==> src/rtl/echo_pulse_ranger_with_mode_bands_top_macros.svh <==
// Assertion macros for the echo pulse ranger.
`ifndef ECHO_PULSE_RANGER_WITH_MODE_BANDS_TOP_MACROS_SVH
`define ECHO_PULSE_RANGER_WITH_MODE_BANDS_TOP_MACROS_SVH
`ifndef SYNTHESIS
// Checked while out of reset.
`define EPR_ASSERT(lbl, clk, rst, prop, msg) \
   lbl: assert property (@(posedge clk) disable iff (rst) prop) else $error(msg);
// Checked on every edge, reset included.
`define EPR_ASSERT_ALWAYS(lbl, clk, prop, msg) \
   lbl: assert property (@(posedge clk) prop) else $error(msg);
`else
`define EPR_ASSERT(lbl, clk, rst, prop, msg)
`define EPR_ASSERT_ALWAYS(lbl, clk, prop, msg)
`endif
`endif

==> src/rtl/epr_pkg.sv <==
package epr_pkg;

   localparam int CFG_BITS  = 16;
   localparam int DIST_BITS = 20;
   localparam int IDX_BITS  = 3;

   // ticks * 170 / 1000 reduced to ticks * 17 / 100
   localparam int SOUND_NUM = 170;
   localparam int SOUND_DEN = 1000;
   localparam int SOUND_GCD = 10;
   localparam int STEP_NUM  = SOUND_NUM / SOUND_GCD;
   localparam int STEP_DEN  = SOUND_DEN / SOUND_GCD;
   localparam int REM_BITS  = $clog2(STEP_DEN);

   typedef logic [CFG_BITS-1:0]  cfg_type;
   typedef logic [DIST_BITS-1:0] dist_type;
   typedef logic [REM_BITS-1:0]  rem_type;
   typedef logic [REM_BITS:0]    rem_sum_type;
   typedef logic [IDX_BITS-1:0]  idx_type;

   localparam dist_type DIST_MAX = '1;

   typedef enum logic [1:0] {
      CMD_TICK     = 2'd0,
      CMD_READ     = 2'd1,
      CMD_CLASSIFY = 2'd2,
      CMD_NONE     = 2'd3
   } cmd_type;

   typedef enum logic [1:0] {
      MODE_NONE   = 2'd0,
      MODE_STOP   = 2'd1,
      MODE_AVOID  = 2'd2,
      MODE_FOLLOW = 2'd3
   } mode_type;

   localparam idx_type REG_AVOID_MIN  = 3'd0;
   localparam idx_type REG_AVOID_MAX  = 3'd1;
   localparam idx_type REG_FOLLOW_MIN = 3'd2;
   localparam idx_type REG_FOLLOW_MAX = 3'd3;

endpackage

==> src/rtl/echo_pulse_ranger_with_mode_bands_top.sv <==
// Echo pulse ranger with mode bands.
// Input channel (req_*): one word per item; req_cmd selects a microsecond tick
// carrying the sampled echo level, a distance read, or a band classification.
// Result channel (rsp_*): exactly one word per accepted item, in order, with the
// kept distance in millimetres, a fresh flag and a mode update code.
// Config port (csr_*): plain write of the four band bounds, index 0..3; other
// indexes are dropped. Write only while no word is in flight.
// The result is registered and appears in the cycle after its item is accepted.
// Throughput: one item per cycle unless stalled. The state update and the result
// are one level of logic from the state registers into the result register; the
// millimetre conversion is kept as a running quotient and remainder of
// ticks*17/100 that moves by at most one each tick, so a read costs no divider.
// Stall: while rsp_ready is low a held result blocks req_ready; the word is
// taken the same cycle the result register drains, so no bubble is added.
// Reset (synchronous, active high): capture goes idle, counters and distance
// clear, band bounds return to 20/100/240/300 mm, the result register empties.
`include "echo_pulse_ranger_with_mode_bands_top_macros.svh"

module echo_pulse_ranger_with_mode_bands_top #(
   parameter int OVERFLOW_BITS = 6,
   parameter int TIMER_BITS    = 16
) (
   input  logic                           clock,
   input  logic                           reset,
   input  logic                           req_valid,
   output logic                           req_ready,
   input  logic [1:0]                     req_cmd,
   input  logic                           req_echo_level,
   input  logic                           req_mode_eligible,
   output logic                           rsp_valid,
   input  logic                           rsp_ready,
   output logic [epr_pkg::DIST_BITS-1:0]  rsp_distance_mm,
   output logic                           rsp_distance_fresh,
   output logic [1:0]                     rsp_mode_update,
   input  logic                           csr_we,
   input  logic [epr_pkg::IDX_BITS-1:0]   csr_index,
   input  logic [epr_pkg::CFG_BITS-1:0]   csr_wdata
);

   localparam int TICK_BITS = OVERFLOW_BITS + TIMER_BITS;
   localparam logic [TICK_BITS-1:0] TICK_MAX = '1;

   typedef enum logic [1:0] {
      PH_IDLE  = 2'd0,
      PH_COUNT = 2'd1,
      PH_HELD  = 2'd2
   } phase_type;

   // band bounds
   epr_pkg::cfg_type avoid_min_ff, avoid_max_ff, follow_min_ff, follow_max_ff;

   // capture state
   logic                   echo_prev_ff, echo_prev_in;
   phase_type              phase_ff, phase_in;
   logic [TICK_BITS-1:0]   ticks_ff, ticks_in;
   epr_pkg::dist_type      quot_ff, quot_in;   // floor(ticks*17/100), capped
   epr_pkg::rem_type       rem_ff, rem_in;     // ticks*17 mod 100
   epr_pkg::dist_type      dist_ff, dist_in;

   // result register
   logic                   rsp_valid_ff;
   epr_pkg::dist_type      rsp_dist_ff;
   logic                   rsp_fresh_ff, rsp_fresh_in;
   epr_pkg::mode_type      rsp_mode_ff, rsp_mode_in;

   logic                   accept;
   epr_pkg::cmd_type       cmd;
   epr_pkg::rem_sum_type   rem_sum;
   logic                   rise, fall;

   assign req_ready = !rsp_valid_ff || rsp_ready;
   assign accept    = req_valid && req_ready;
   assign cmd       = epr_pkg::cmd_type'(req_cmd);

   assign rsp_valid          = rsp_valid_ff;
   assign rsp_distance_mm    = rsp_dist_ff;
   assign rsp_distance_fresh = rsp_fresh_ff;
   assign rsp_mode_update    = rsp_mode_ff;

   assign rise    = req_echo_level && !echo_prev_ff;
   assign fall    = !req_echo_level && echo_prev_ff;
   assign rem_sum = {1'b0, rem_ff} + epr_pkg::rem_sum_type'(epr_pkg::STEP_NUM);

   always_comb begin
      echo_prev_in = echo_prev_ff;
      phase_in     = phase_ff;
      ticks_in     = ticks_ff;
      quot_in      = quot_ff;
      rem_in       = rem_ff;
      dist_in      = dist_ff;
      rsp_fresh_in = 1'b0;
      rsp_mode_in  = epr_pkg::MODE_NONE;
      case (cmd)
         epr_pkg::CMD_TICK: begin
            echo_prev_in = req_echo_level;
            unique case (phase_ff)
               PH_IDLE: begin
                  if (rise) begin
                     ticks_in = '0;
                     quot_in  = '0;
                     rem_in   = '0;
                     phase_in = PH_COUNT;
                  end
               end
               PH_COUNT: begin
                  if (ticks_ff != TICK_MAX) begin
                     ticks_in = ticks_ff + 1'b1;
                     if (rem_sum >= epr_pkg::rem_sum_type'(epr_pkg::STEP_DEN)) begin
                        rem_in = epr_pkg::REM_BITS'(rem_sum -
                                 epr_pkg::rem_sum_type'(epr_pkg::STEP_DEN));
                        if (quot_ff != epr_pkg::DIST_MAX) quot_in = quot_ff + 1'b1;
                     end else begin
                        rem_in = epr_pkg::REM_BITS'(rem_sum);
                     end
                  end
                  if (fall) phase_in = PH_HELD;
               end
               PH_HELD: ;
               default: phase_in = PH_IDLE;
            endcase
         end
         epr_pkg::CMD_READ: begin
            if (phase_ff == PH_HELD) begin
               dist_in      = quot_ff;
               phase_in     = PH_IDLE;
               rsp_fresh_in = 1'b1;
            end
         end
         epr_pkg::CMD_CLASSIFY: begin
            if (req_mode_eligible && dist_ff != '0) begin
               if (dist_ff > epr_pkg::DIST_BITS'(avoid_min_ff) &&
                   dist_ff < epr_pkg::DIST_BITS'(avoid_max_ff))
                  rsp_mode_in = epr_pkg::MODE_AVOID;
               else if (dist_ff > epr_pkg::DIST_BITS'(follow_min_ff) &&
                        dist_ff < epr_pkg::DIST_BITS'(follow_max_ff))
                  rsp_mode_in = epr_pkg::MODE_FOLLOW;
               else
                  rsp_mode_in = epr_pkg::MODE_STOP;
            end
         end
         default: ;
      endcase
   end

   always_ff @(posedge clock) begin
      if (reset) begin
         avoid_min_ff  <= 16'd20;
         avoid_max_ff  <= 16'd100;
         follow_min_ff <= 16'd240;
         follow_max_ff <= 16'd300;
      end else if (csr_we) begin
         unique case (csr_index)
            epr_pkg::REG_AVOID_MIN:  avoid_min_ff  <= csr_wdata;
            epr_pkg::REG_AVOID_MAX:  avoid_max_ff  <= csr_wdata;
            epr_pkg::REG_FOLLOW_MIN: follow_min_ff <= csr_wdata;
            epr_pkg::REG_FOLLOW_MAX: follow_max_ff <= csr_wdata;
            default: ;
         endcase
      end
   end

   always_ff @(posedge clock) begin
      if (reset) begin
         echo_prev_ff <= 1'b0;
         phase_ff     <= PH_IDLE;
         ticks_ff     <= '0;
         quot_ff      <= '0;
         rem_ff       <= '0;
         dist_ff      <= '0;
         rsp_valid_ff <= 1'b0;
      end else begin
         if (accept) begin
            echo_prev_ff <= echo_prev_in;
            phase_ff     <= phase_in;
            ticks_ff     <= ticks_in;
            quot_ff      <= quot_in;
            rem_ff       <= rem_in;
            dist_ff      <= dist_in;
            rsp_valid_ff <= 1'b1;
         end else if (rsp_ready) begin
            rsp_valid_ff <= 1'b0;
         end
      end
   end

   // result payload, loaded with each accepted word
   always_ff @(posedge clock) begin
      if (accept) begin
         rsp_dist_ff  <= dist_in;
         rsp_fresh_ff <= rsp_fresh_in;
         rsp_mode_ff  <= rsp_mode_in;
      end
   end

   `EPR_ASSERT(a_rem_range, clock, reset,
      rem_ff < epr_pkg::rem_type'(epr_pkg::STEP_DEN), "remainder out of range")
   `EPR_ASSERT(a_read_rearms, clock, reset,
      accept && cmd == epr_pkg::CMD_READ && phase_ff == PH_HELD |=>
         phase_ff == PH_IDLE && rsp_distance_fresh && rsp_distance_mm == $past(quot_ff),
      "read of held capture did not re-arm")
   `EPR_ASSERT(a_tick_count, clock, reset,
      accept && cmd == epr_pkg::CMD_TICK && phase_ff == PH_COUNT && ticks_ff != TICK_MAX |=>
         ticks_ff == $past(ticks_ff) + 1'b1, "pulse counter missed a tick")
   `EPR_ASSERT(a_fresh_excl, clock, reset,
      rsp_valid_ff && rsp_fresh_ff |-> rsp_mode_ff == epr_pkg::MODE_NONE,
      "fresh flag with mode update")
   `EPR_ASSERT_ALWAYS(a_reset_empty, clock,
      reset |=> !rsp_valid_ff && phase_ff == PH_IDLE, "reset left state busy")

endmodule
==> config.mk <==
export PLATFORM = sky130hd
export DESIGN_NAME = echo_pulse_ranger_with_mode_bands_top
export DESIGN_NICKNAME = d
export VERILOG_FILES = /design/src/rtl/epr_pkg.sv /design/src/rtl/echo_pulse_ranger_with_mode_bands_top.sv
export VERILOG_INCLUDE_DIRS = /design/src /design/src/rtl
export SDC_FILE = /design/constraint.sdc
export NUM_CORES = 1
export LEC_CHECK = 0
export BUFFER_PORTS_ARGS = -buffer_cell sky130_fd_sc_hd__buf_2
export CORE_ASPECT_RATIO = 1.2
export CORE_UTILIZATION = 55
export DETAILED_ROUTE_END_ITERATION = 8
export GPL_TIMING_DRIVEN = 1
export HOLD_SLACK_MARGIN = 0.15
export PLACE_DENSITY = 0.79
export SLEW_MARGIN = 40
export SYNTH_ARGS = -nofsm -noshare
export SYNTH_HDL_FRONTEND = slang
export SYNTH_SLANG_ARGS = --single-unit
==> constraint.sdc <==
create_clock -name clock -period 2.9 [get_ports clock]
set_input_delay 0.58 -clock clock [delete_from_list [all_inputs] [get_ports clock]]
set_output_delay 0.58 -clock clock [all_outputs]
set_load 0.01 [all_outputs]
; After elaboration in Yosys (flattened, before gate mapping)
; Index checks and enable logic that the tools add are counted.
[totals]
reg_bits = 160
inputBits = 28
wordCells = 94
[classes]
n_addsub = 4
order_cmp = 5
n_eq_ne = 17
n_mux = 24
bitwise = 2
n_reduce_logical = 27
[op_table]
columns = cell, count
row1 = 2-to-1 mux 20 bit, 6
row2 = 2-to-1 mux 22 bit, 2
row3 = case mux 22 bit (2 select lines), 1
row4 = > comparator 20 x 16 -> 1 bit, 2
row5 = less-than comparator 20 x 16 -> 1 bit, 2
row6 = case mux 20 bit (2 select lines), 1
row7 = adder 22 x 1 -> 22 bit (second input constant), 1
row8 = inequality test 22 bit (second input constant), 1
row9 = 2-to-1 mux 7 bit, 3
row10 = adder 20 x 1 -> 20 bit (second input constant), 1
row11 = inequality test 20 bit (second input constant), 1
row12 = nonzero test 20 bit, 1
row13 = case mux 7 bit (2 select lines), 1
row14 = inequality test 2 bit (second input constant), 6
row15 = AND reduction 2 bit, 6
row16 = 2-to-1 mux 2 bit, 5
row17 = adder 7 x 5 -> 8 bit (second input constant), 1
row18 = greater-or-equal comparator 8 x 7 -> 1 bit (second input constant), 1
row19 = AND reduction 7 bit, 1
row20 = subtractor 7 bit (second input constant), 1
row21 = equality test 3 x 2 -> 1 bit (second input constant), 2
row22 = logical AND 1 bit, 6
row23 = inequality test 3 bit (second input constant), 2
row24 = case mux 2 bit (3 select lines), 1
row25 = other kinds (14), 24

; Logic depth before layout (Yosys ltp)
; Gate-level depths: netlist of the first run.
[depth]
word_depth = 5
mapped_depth = 13

; Worst setup path before layout of the first run
; Ideal clock, no wire load.
[synth_timing]
kind = register to register
from = reg rem_ff[0]
to = reg quot_ff[17]
setup_time_ns = 0.070
arrival_time_ns = 2.760
required_time_ns = 2.830
path_slack_ns = 0.070
stages_incl_launch_ff = 13
synth_period_minus_slack_ns = 2.830
cell_sequence = dfxtp_1 ha_1 clkbuf_1 xor2_1 inv_1 ha_1 a21bo_2 a32oi_1 o211a_1 o21ai_2 nand4_1 or3_1 a21oi_1
[synth_via]
elab_chain_len = 4
[synth_rtl]
columns = item, line_no
row1 = "start, declared", echo_pulse_ranger_with_mode_bands_top.sv:57  ; epr_pkg::rem_type rem_ff, rem_in;
row2 = "start signal, assigned", echo_pulse_ranger_with_mode_bands_top.sv:177  ; rem_ff <= rem_in;
row3 = adder 7 x 5 -> 8 bit, echo_pulse_ranger_with_mode_bands_top.sv:82  ; assign rem_sum = {1'b0, rem_ff} + epr_pkg::rem_sum_type'(epr_pkg::STEP_NUM);
row4 = greater-or-equal comparator 8 x 7 -> 1 bit, echo_pulse_ranger_with_mode_bands_top.sv:108  ; if (rem_sum >= epr_pkg::rem_sum_type'(epr_pkg::STEP_DEN)) begin
row5 = inequality test 2 bit (no line), n/a
row6 = AND reduction 7 bit (no line), n/a
row7 = "end signal, assigned", echo_pulse_ranger_with_mode_bands_top.sv:176  ; quot_ff <= quot_in;
row8 = "end, declared", echo_pulse_ranger_with_mode_bands_top.sv:56  ; epr_pkg::dist_type quot_ff, quot_in;
; No other way between the ends.
; A chain may end at the register's enable or synchronous reset.

; Worst setup path in the final report of the first run
; Same ends and word-level chain as after synthesis.

==> results, run 1 <==
- The run finished with clean final reports.
- The number of sinks on the clock net is 160.
- The count of final hold-check violations is 0.
- The routed length per placed instance is approximately 16 um.
- Dividing the detail-routed via count by the number of cells gives 5.69.
- The number of placed I/O pins is 53.
- The leakage power of the design is approximately 3.7 nW.
- Across every metal layer, demand over resource in global routing totals 0.265.
- The largest stage delay on the critical path is roughly 0.39 ns.
- By area the synthesized netlist is led by sky130_fd_sc_hd__dfxtp_1, sky130_fd_sc_hd__ha_1, sky130_fd_sc_hd__edfxtp_1.
- The mapped netlist covers 0.00827 sq mm.
- After synthesis the netlist holds a flip-flop and latch count of between 150 and 200.
- Yosys printed 0 warnings.
- The nature of the critical path endpoint is a flop.
- Wires add up to between 15,000 and 20,000 um.
- The number of routed nets with antenna violations is 0.
- The post-synthesis net count is 1,077.
- The placeable core region is 0.0145 sq mm.
- The utilization of the core after routing is 0.647.
- The fraction of post-synthesis cell area in the top cell type by area is 0.332.
- The number of hold buffers added after CTS is 0.
- Synthesis produced 981 cells.
- The detailed router finished its first iteration with 377 violations.
- The path category of the worst min-delay check is primary input to flop.
- The tree is rooted in a sky130_fd_sc_hd__clkbuf_16.
- Walking the worst path, the cells encountered are ha_2 -> xor2_2 -> inv_1 -> ha_1 -> a21bo_2 -> a32oi_1 -> o211a_1 -> o21ai_2 -> nand4_1 -> or3_1 -> a21oi_1.
- The floorplan has 48 rows.
- The share of layout cells above drive strength 1 is 0.141.
- In this design, the largest share of critical-path delay is due to compound AO/OA/AOI/OAI gates.
- The wire-length estimate of the detail-placed layout is between 10,000 and 15,000 um.
- TritonCTS built the clock tree.
- Clock-pin slew was measured on the worst setup and hold paths at approximately 0.070 ns.
- The initial antenna violation count is 0.
- CTS built an H-tree with a depth of 4.
- Setup repair after global routing left no endpoint under its margin.
- For this run, the register share of the synthesized area comes to 0.415.
- The final setup violation count is 0.
- For the final routed database, the setup TNS stands at 0 ns.
- The number of buffers and inverters on the critical path is 1.
- By startpoint and endpoint, the worst setup path is classified as flop to flop.
- Clock skew on the completed layout was measured at 0.00632 ns.
- OpenSTA, run right after detailed placement, puts the worst setup slack at 0.0542 ns.
- The overall die area is 0.0155 sq mm.
- IR analysis of the VDD net gives a maximum drop of between 0.0004 and 0.0005 V.
- The max capacitance violation total is 0.
- The count of pins over their slew limit is 0.
- Counting the buffers created by CTS gives 17.
- 0 antenna diodes ended up in the layout.
- The worst pin sits at a relative slew slack of 0.472.
- The clock period minus worst slack is 2.73 ns.
- The later pin in the worst-skew pair is clocked with a latency of about 0.43 ns.
- At the end of routability-driven placement, the weighted congestion stood at 0.924.
- The largest buffer count on any clock path is 2.
- In the synthesized netlist the dominant register cell turns out to be sky130_fd_sc_hd__dfxtp_1.
- The overall die height is ~140 um.
- The final period utilization is 0.943.
- The die extent in x is 114 um.
- In the post-route analysis, the smallest setup slack over all paths is between 0.15 and 0.2 ns.
- The initial utilization of the core area, before any placement, comes to 0.569.
- Entering global routing, the biggest net connects 40 pins.
- The total overflow left after global routing is 0.
- The number of port buffers is 52.
- The slowest cell on the critical path is sky130_fd_sc_hd__or3_1.
- The element type at the critical path start is a flop.
- The worst endpoint required time is 3.26 ns.
- The leading area contributor after synthesis is sky130_fd_sc_hd__dfxtp_1.
- Sorting the synthesized cells by how often they occur yields sky130_fd_sc_hd__nand2_1, sky130_fd_sc_hd__dfxtp_1, sky130_fd_sc_hd__nor2_1, sky130_fd_sc_hd__a21oi_1, sky130_fd_sc_hd__inv_1.
- The global-route wire length before repair is 32,100 um.
- The number of global-route vias before repair is 6,656.
- The highest net fanout along the worst path is 7.
- The number of remaining DRC errors is 0.
- The number of enable-type register cells in the synthesized netlist is 23.
- Across all layers, the routed design uses 7,048 vias.
- After synthesis, the mean cell area works out to ~8.4 sq um.
- The areal power density over the cells is 546 mW/mm^2.
- The async set or reset register ratio after synthesis is 0.
- The timing-limited maximum frequency is 366 MHz.
- Counting distinct cell types in the post-synthesis netlist gives 64.
- The most numerous cell in the Yosys netlist is sky130_fd_sc_hd__nand2_1.
- For the pin with the worst max-slew slack, the measured transition is 0.792 ns.
- The first TritonRoute pass finished after 5 iterations.
- The layout-stage area growth over the synthesis result is 13.6%.
- After the last flow step, the layout net total stands at 1,122.
- The worst endpoint data arrival time is between 3 and 4 ns.
[placed cells by master (no fill, tap or decap), types with 7 or more instances in the layout]
cell type	count
sky130_fd_sc_hd__xnor2_1	14
sky130_fd_sc_hd__nand3_1	28
sky130_fd_sc_hd__a21oi_1	86
sky130_fd_sc_hd__nand4_1	26
sky130_fd_sc_hd__and3_1	16
sky130_fd_sc_hd__or3_1	12
sky130_fd_sc_hd__and4_1	7
sky130_fd_sc_hd__xor2_1	19
sky130_fd_sc_hd__clkbuf_16	17
sky130_fd_sc_hd__buf_4	22
sky130_fd_sc_hd__o21ai_0	21
sky130_fd_sc_hd__a21o_1	8
sky130_fd_sc_hd__edfxtp_1	23
sky130_fd_sc_hd__buf_2	52
sky130_fd_sc_hd__nor2_1	92
sky130_fd_sc_hd__nor3_1	27
sky130_fd_sc_hd__nand2_1	150
sky130_fd_sc_hd__nor2b_1	11
sky130_fd_sc_hd__dfxtp_1	135
sky130_fd_sc_hd__mux2_2	21
sky130_fd_sc_hd__inv_1	71
sky130_fd_sc_hd__ha_1	67
sky130_fd_sc_hd__o211ai_1	19
[what timing repair did]
| action | 4_1_cts | 5_1_grt |
|---|---|---|
| setup endpoints to repair | 2 | 8 |
| setup buffers | 1 | 3 |
| pin swaps | 1 | 2 |
| gates resized for setup | 0 | 7 |
| hold endpoints to repair | 0 | 0 |
[worst paths after layout]
path,start,end,slack [ns],cells past startpoint
hold / removal,csr_wdata[10],follow_min_ff[10],0.41,3
setup reg to reg,rem_ff[0],quot_ff[17],0.17,11
setup / recovery,rem_ff[0],quot_ff[17],0.17,11
hold reg to reg,avoid_min_ff[13],avoid_min_ff[13],0.45,2
[where the power goes]
part	total, mW	internal (mW)	switching, mW
sequential	2.38	2.32	0.0613
combinational	0.517	0.208	0.309
clock	2.24	1.27	0.962
[worst min-delay path: stages]
cell	delay [ns]
sky130_fd_sc_hd__buf_2	0.12
sky130_fd_sc_hd__nand2_1	0.05
sky130_fd_sc_hd__a21oi_1	0.05
[layout make-up]
cell class / instances / area, sq um
clock buffers: 17 / 425
clock inverters: 15 / 161
fillers: 1277 / 5130
inverters: 72 / 270
multi-input cells: 700 / 4410
flip-flops and latches: 160 / 3440
well taps: 200 / 250
repair buffers: 75 / 445
[registers in the layout, summed over array words and instances, names as in the netlist]
name,count
follow_max_ff,16
quot_ff,20
phase_ff,2
rem_ff,7
rsp_distance_fresh,1
rsp_distance_mm,20
ticks_ff,22
avoid_min_ff,16
avoid_max_ff,16
dist_ff,20
rsp_mode_update,2
follow_min_ff,16
echo_prev_ff,1
rsp_valid,1
[per-layer routing]
layer / up-vias / global-route usage / wire length (um) / part of all wire
met2: 198 / 0.457 / 9720 / 0.50
met4: 0 / 0.132 / 633 / 0.032
met3: 52 / 0.0486 / 1050 / 0.054
li1: 3491 / - / - / -
met1: 3307 / 0.314 / 8170 / 0.42
met5: - / 0 / 0 / 0
[logic make-up after synthesis]
family,Yosys count,synth area share
and+or+nand+nor,402,0.231
muxes,24,0.0322
buffers and inverters,121,0.0563
AOI/OAI and AO/OA,171,0.126
xor gates and xnor gates,35,0.0371
adders and majority gates,68,0.103
DFF,160,0.415
[stage by stage]
stage	cell area, sq um	hold WS, ns	cells	total power, mW
after floorplan	8270	0.432	981	2.75
after global placement	8760	0.437	1203	2.92
after detailed placement	8760	0.443	1203	2.94
after CTS	9350	0.403	1236	5.15
after global routing	9400	0.408	1239	5.31
final	9400	0.409	1239	5.13
Power figures use the tool's default switching activity.
==> inputs of run 2 (changes only) <==
- ABC_AREA: default -> 1
- CORE_UTILIZATION: 55 -> 56
- PLACE_DENSITY: 0.79 -> 0.8
==> results, run 2 <==
- The post-synthesis net count is 1,316 (was 1,077).
- The number of inserted diodes is 0 (unchanged).
- The final weighted congestion of routability-driven global placement is 0.908 (was 0.924).
- The slew of the pin with the lowest slew margin was 0.774 ns (was 0.792 ns).
- The leakage power of the design is 4.17 nW (was 3.73 nW).
- The family with the most delay on the worst path is simple AND/OR/NAND/NOR gates (was compound AO/OA/AOI/OAI gates).
- The highest net fanout along the worst path is 29 (was 7).
- The count of pins over their slew limit is 0 (unchanged).
- The placeable core region came to 0.0156 sq mm (was 0.0145 sq mm).
- The synthesized area is 0.00898 sq mm (was 0.00827 sq mm).
- The element type at the critical path start is a flop (unchanged).
- The root buffer cell was sky130_fd_sc_hd__clkbuf_16 (unchanged).
- The number of placed instances, taps included was 1,452 (was 1,203).
- The cell occurring most often along the worst timing path is sky130_fd_sc_hd__nand2_1.
- The total iterations of the first detailed-routing run is 6 (was 5).
- The peak ir drop on the vdd network is 0.000356 V (was 0.000429 V).
- The number of sinks on the clock net is 160 (unchanged).
- Most used cells in the layout excluding fill and tap cells: sky130_fd_sc_hd__nand2_1, sky130_fd_sc_hd__inv_1, sky130_fd_sc_hd__dfxtp_1 (was sky130_fd_sc_hd__nand2_1, sky130_fd_sc_hd__dfxtp_1, sky130_fd_sc_hd__nor2_1).
- The count of non-filler cells in the finished layout came to 1,484 (was 1,239).
- The number of distinct library cells after synthesis came to 42 (was 64).
- Worst-path cell chain: ha_1 -> nand2_1 -> nor2_1 -> nand2_2 -> nor2_1 -> nand2_1 -> nand2_2 -> buf_4 -> nor2_4 -> nand2_4 -> nand2_4 -> nand2_1 -> a21oi_1 (was ha_2 -> xor2_2 -> inv_1 -> ha_1 -> a21bo_2 -> a32oi_1 -> o211a_1 -> o21ai_2 -> nand4_1 -> or3_1 -> a21oi_1).
- The synthesized flop and latch total came to 160 (unchanged).
- The die extent in x is 118 um (was 114 um).
- The slowest cell on the critical path is sky130_fd_sc_hd__dfxtp_1 (was sky130_fd_sc_hd__or3_1).
- The number of remaining DRC errors is 0 (unchanged).
- The number of flip-flops under the largest register name is 22 (unchanged).
- The layout-stage area growth over the synthesis result is 11.0% (was 13.6%).
- The clock period minus worst slack is 2.44 ns (was 2.73 ns).
- The accumulated negative setup slack is 0 ns (unchanged).
- Run status: complete, no violations (unchanged).
- The final instance area is 0.00997 sq mm (was 0.00940 sq mm).
- The critical setup path kind is flop to flop (unchanged).
- The worst slack on hold paths was 0.429 ns (was 0.409 ns).
- The share of layout cells above drive strength 1 is 0.111 (was 0.141).
- The starting utilization of the core area came to 0.574 (was 0.569).
- The vias per cell is 5.44 (was 5.69).
- The max capacitance violation total came to 0 (unchanged).
- The post-synthesis sequential area ratio is 0.382 (was 0.415).
- The number of H-tree levels was 4 (unchanged).
- The clock input transition at the sequential cells of the worst setup and hold paths is 0.06 ns (was 0.07 ns).
- The overall overflow remaining after global route is 0 (unchanged).
- The total number of vias is 8,079 (was 7,048).
- The number of hold buffers added after CTS is 0 (unchanged).
- The primary flip-flop cell chosen by synthesis mapping is sky130_fd_sc_hd__dfxtp_1 (unchanged).
- The largest buffer count on any clock path was 2 (unchanged).
- Cell types with the largest area share after synthesis: sky130_fd_sc_hd__dfxtp_1, sky130_fd_sc_hd__ha_1, sky130_fd_sc_hd__nand2_1 (was sky130_fd_sc_hd__dfxtp_1, sky130_fd_sc_hd__ha_1, sky130_fd_sc_hd__edfxtp_1).
- The post-CTS resize count is 0 (unchanged).
- The fraction of post-synthesis cell area in the top cell type by area is 0.305 (was 0.332).
- The worst endpoint required time was 3.18 ns (was 3.26 ns).
- The detailed placer's ending HPWL is 15,300 um (was 13,500 um).
- The overall routed net length was 21,600 um (was 19,600 um).
- RSZ-0062 raised after global routing: false (unchanged).
- The routed length per placed instance is 14.6 um (was 15.8 um).
- The worst-skew pair later-pin latency is 0.44 ns (was 0.43 ns).
- The placement row count is 50 (was 48).
- The worst max-slew margin expressed relative to the limit is 0.484 (was 0.472).
- The initial antenna violation count is 0 (unchanged).
- The utilization of the core after routing was 0.637 (was 0.647).
- The nature of the critical path endpoint is a flop (unchanged).
- The synthesized area divided by synthesized cell count is 7.36 sq um (was 8.43 sq um).
- The final clock skew is 0.00560 ns (was 0.00632 ns).
- The count of final hold-check violations came to 0 (unchanged).
- The worst endpoint data arrival time came to 2.72 ns (was 3.09 ns).
- The global-route total usage across every layer is 0.269 (was 0.265).
- The critical path buffer and inverter count was 1 (unchanged).
- The final setup violation count is 0 (unchanged).
- The cell count after synthesis was 1,220 (was 981).
- The number of routed nets with antenna violations is 0 (unchanged).
- The number of filler cells placed in the layout came to 1,381 (was 1,277).
- The clock tree from TritonCTS is built (unchanged).
- The total of warnings raised by yosys is 0 (unchanged).
- The leading area contributor after synthesis is sky130_fd_sc_hd__dfxtp_1 (unchanged).
- The overall die area is 0.0165 sq mm (was 0.0155 sq mm).
- The number of enable-type register cells in the synthesized netlist was 23 (unchanged).
- The overall die height is 141 um (was 136 um).
- The most numerous cell in the Yosys netlist is sky130_fd_sc_hd__nand2_1 (unchanged).
- The number of setup buffers added after CTS was 0 (was 1).
- The global-route wire length before repair came to 35,900 um (was 32,100 um).
- The cell area reported after detailed placement is 0.00937 sq mm (was 0.00876 sq mm).
- The final period utilization is 0.841 (was 0.943).
- The areal power density over the cells was 530 mW/mm^2 (was 546 mW/mm^2).
- The most common cell after layout, fill and taps aside was sky130_fd_sc_hd__nand2_1 (unchanged).
- The net total in the final layout came to 1,359 (was 1,122).
- The CTS buffer count came to 17 (unchanged).
- Commonest cells post-synth: sky130_fd_sc_hd__nand2_1, sky130_fd_sc_hd__inv_1, sky130_fd_sc_hd__dfxtp_1, sky130_fd_sc_hd__a21oi_1, sky130_fd_sc_hd__o21ai_0 (was sky130_fd_sc_hd__nand2_1, sky130_fd_sc_hd__dfxtp_1, sky130_fd_sc_hd__nor2_1, sky130_fd_sc_hd__a21oi_1, sky130_fd_sc_hd__inv_1).
- The number of global-route vias before repair came to 7,671 (was 6,656).
- The async set or reset register ratio after synthesis was 0 (unchanged).
- The largest stage delay on the critical path came to 0.41 ns (was 0.39 ns).
- The number of port buffers is 52 (unchanged).
- The timing-limited maximum frequency was 410 MHz (was 366 MHz).
- The maximum number of pins on one net before global-route repair came to 64 (was 40).
- The number of placed I/O pins is 53 (unchanged).
- The path category of the worst min-delay check is primary input to flop (unchanged).
- The register with the highest flop count was ticks_ff (unchanged).
- The number of DRC markers after the initial detailed-route iteration is 737 (was 377).
-- run 2: layout make-up --
class                   count  area [sq um]  area share
multi-input cells         841          4660       0.468
flip-flops and latches    160          3430       0.345
inverters                 181           679      0.0682
clock buffers              17           425      0.0427
repair buffers             62           335      0.0336
well taps                 208           260      0.0261
clock inverters            15           168      0.0168
-- run 2: worst paths after layout --
kind | from | to | slack, ns | depth (start not counted)
worst min-delay path | req_echo_level | echo_prev_ff | 0.43 | 3
worst max-delay path | ticks_ff[0] | quot_ff[8] | 0.46 | 13
worst max register to register | ticks_ff[0] | quot_ff[8] | 0.46 | 13
worst min register to register | follow_max_ff[0] | follow_max_ff[0] | 0.46 | 2
-- run 2: per-layer routing --
layer / global-route usage / wire length (um) / vias up
met3: 0.0465 / 879 / 53
li1: - / - / 4110
met2: 0.479 / 10700 / 191
met1: 0.311 / 9300 / 3725
met4: 0.135 / 716 / 0
met5: 0 / 0 / -
-- run 2: cells by family (layout without fill, tap and decap cells) --
group	Yosys count	count (layout)	share of synthesized area
xor+xnor	21	21	0.0205
flops	160	160	0.382
simple gates	475	475	0.238
compound gates	277	277	0.166
fa+ha+maj	68	68	0.0948
buf+inv	219	275	0.0981
-- run 2: worst reg2reg max path, cell delays in order (launching register included) --
cell and delay, ns:
sky130_fd_sc_hd__dfxtp_1 0.41, sky130_fd_sc_hd__ha_1 0.28, sky130_fd_sc_hd__nand2_1 0.09, sky130_fd_sc_hd__nor2_1 0.12, sky130_fd_sc_hd__nand2_2 0.09, sky130_fd_sc_hd__nor2_1 0.09, sky130_fd_sc_hd__nand2_1 0.07, sky130_fd_sc_hd__nand2_2 0.07
sky130_fd_sc_hd__buf_4 0.32, sky130_fd_sc_hd__nor2_4 0.08, sky130_fd_sc_hd__nand2_4 0.27, sky130_fd_sc_hd__nand2_4 0.22, sky130_fd_sc_hd__nand2_1 0.12, sky130_fd_sc_hd__a21oi_1 0.06
-- run 2: report_power, final --
group | switching (mW) | leakage, nW | internal [mW]
clock | 0.947 | 0.280 | 1.35
sequential | 0.0598 | 1.35 | 2.33
combinational | 0.384 | 2.55 | 0.208
-- run 2: metrics by stage --
step | setup WS, ns | power (mW)
finish | 0.460 | 5.28
CTS | 0.488 | 5.29
floorplan | 0.643 | 2.82
global placement | 0.567 | 3.00
detailed placement | 0.505 | 3.02
global route | 0.229 | 5.47
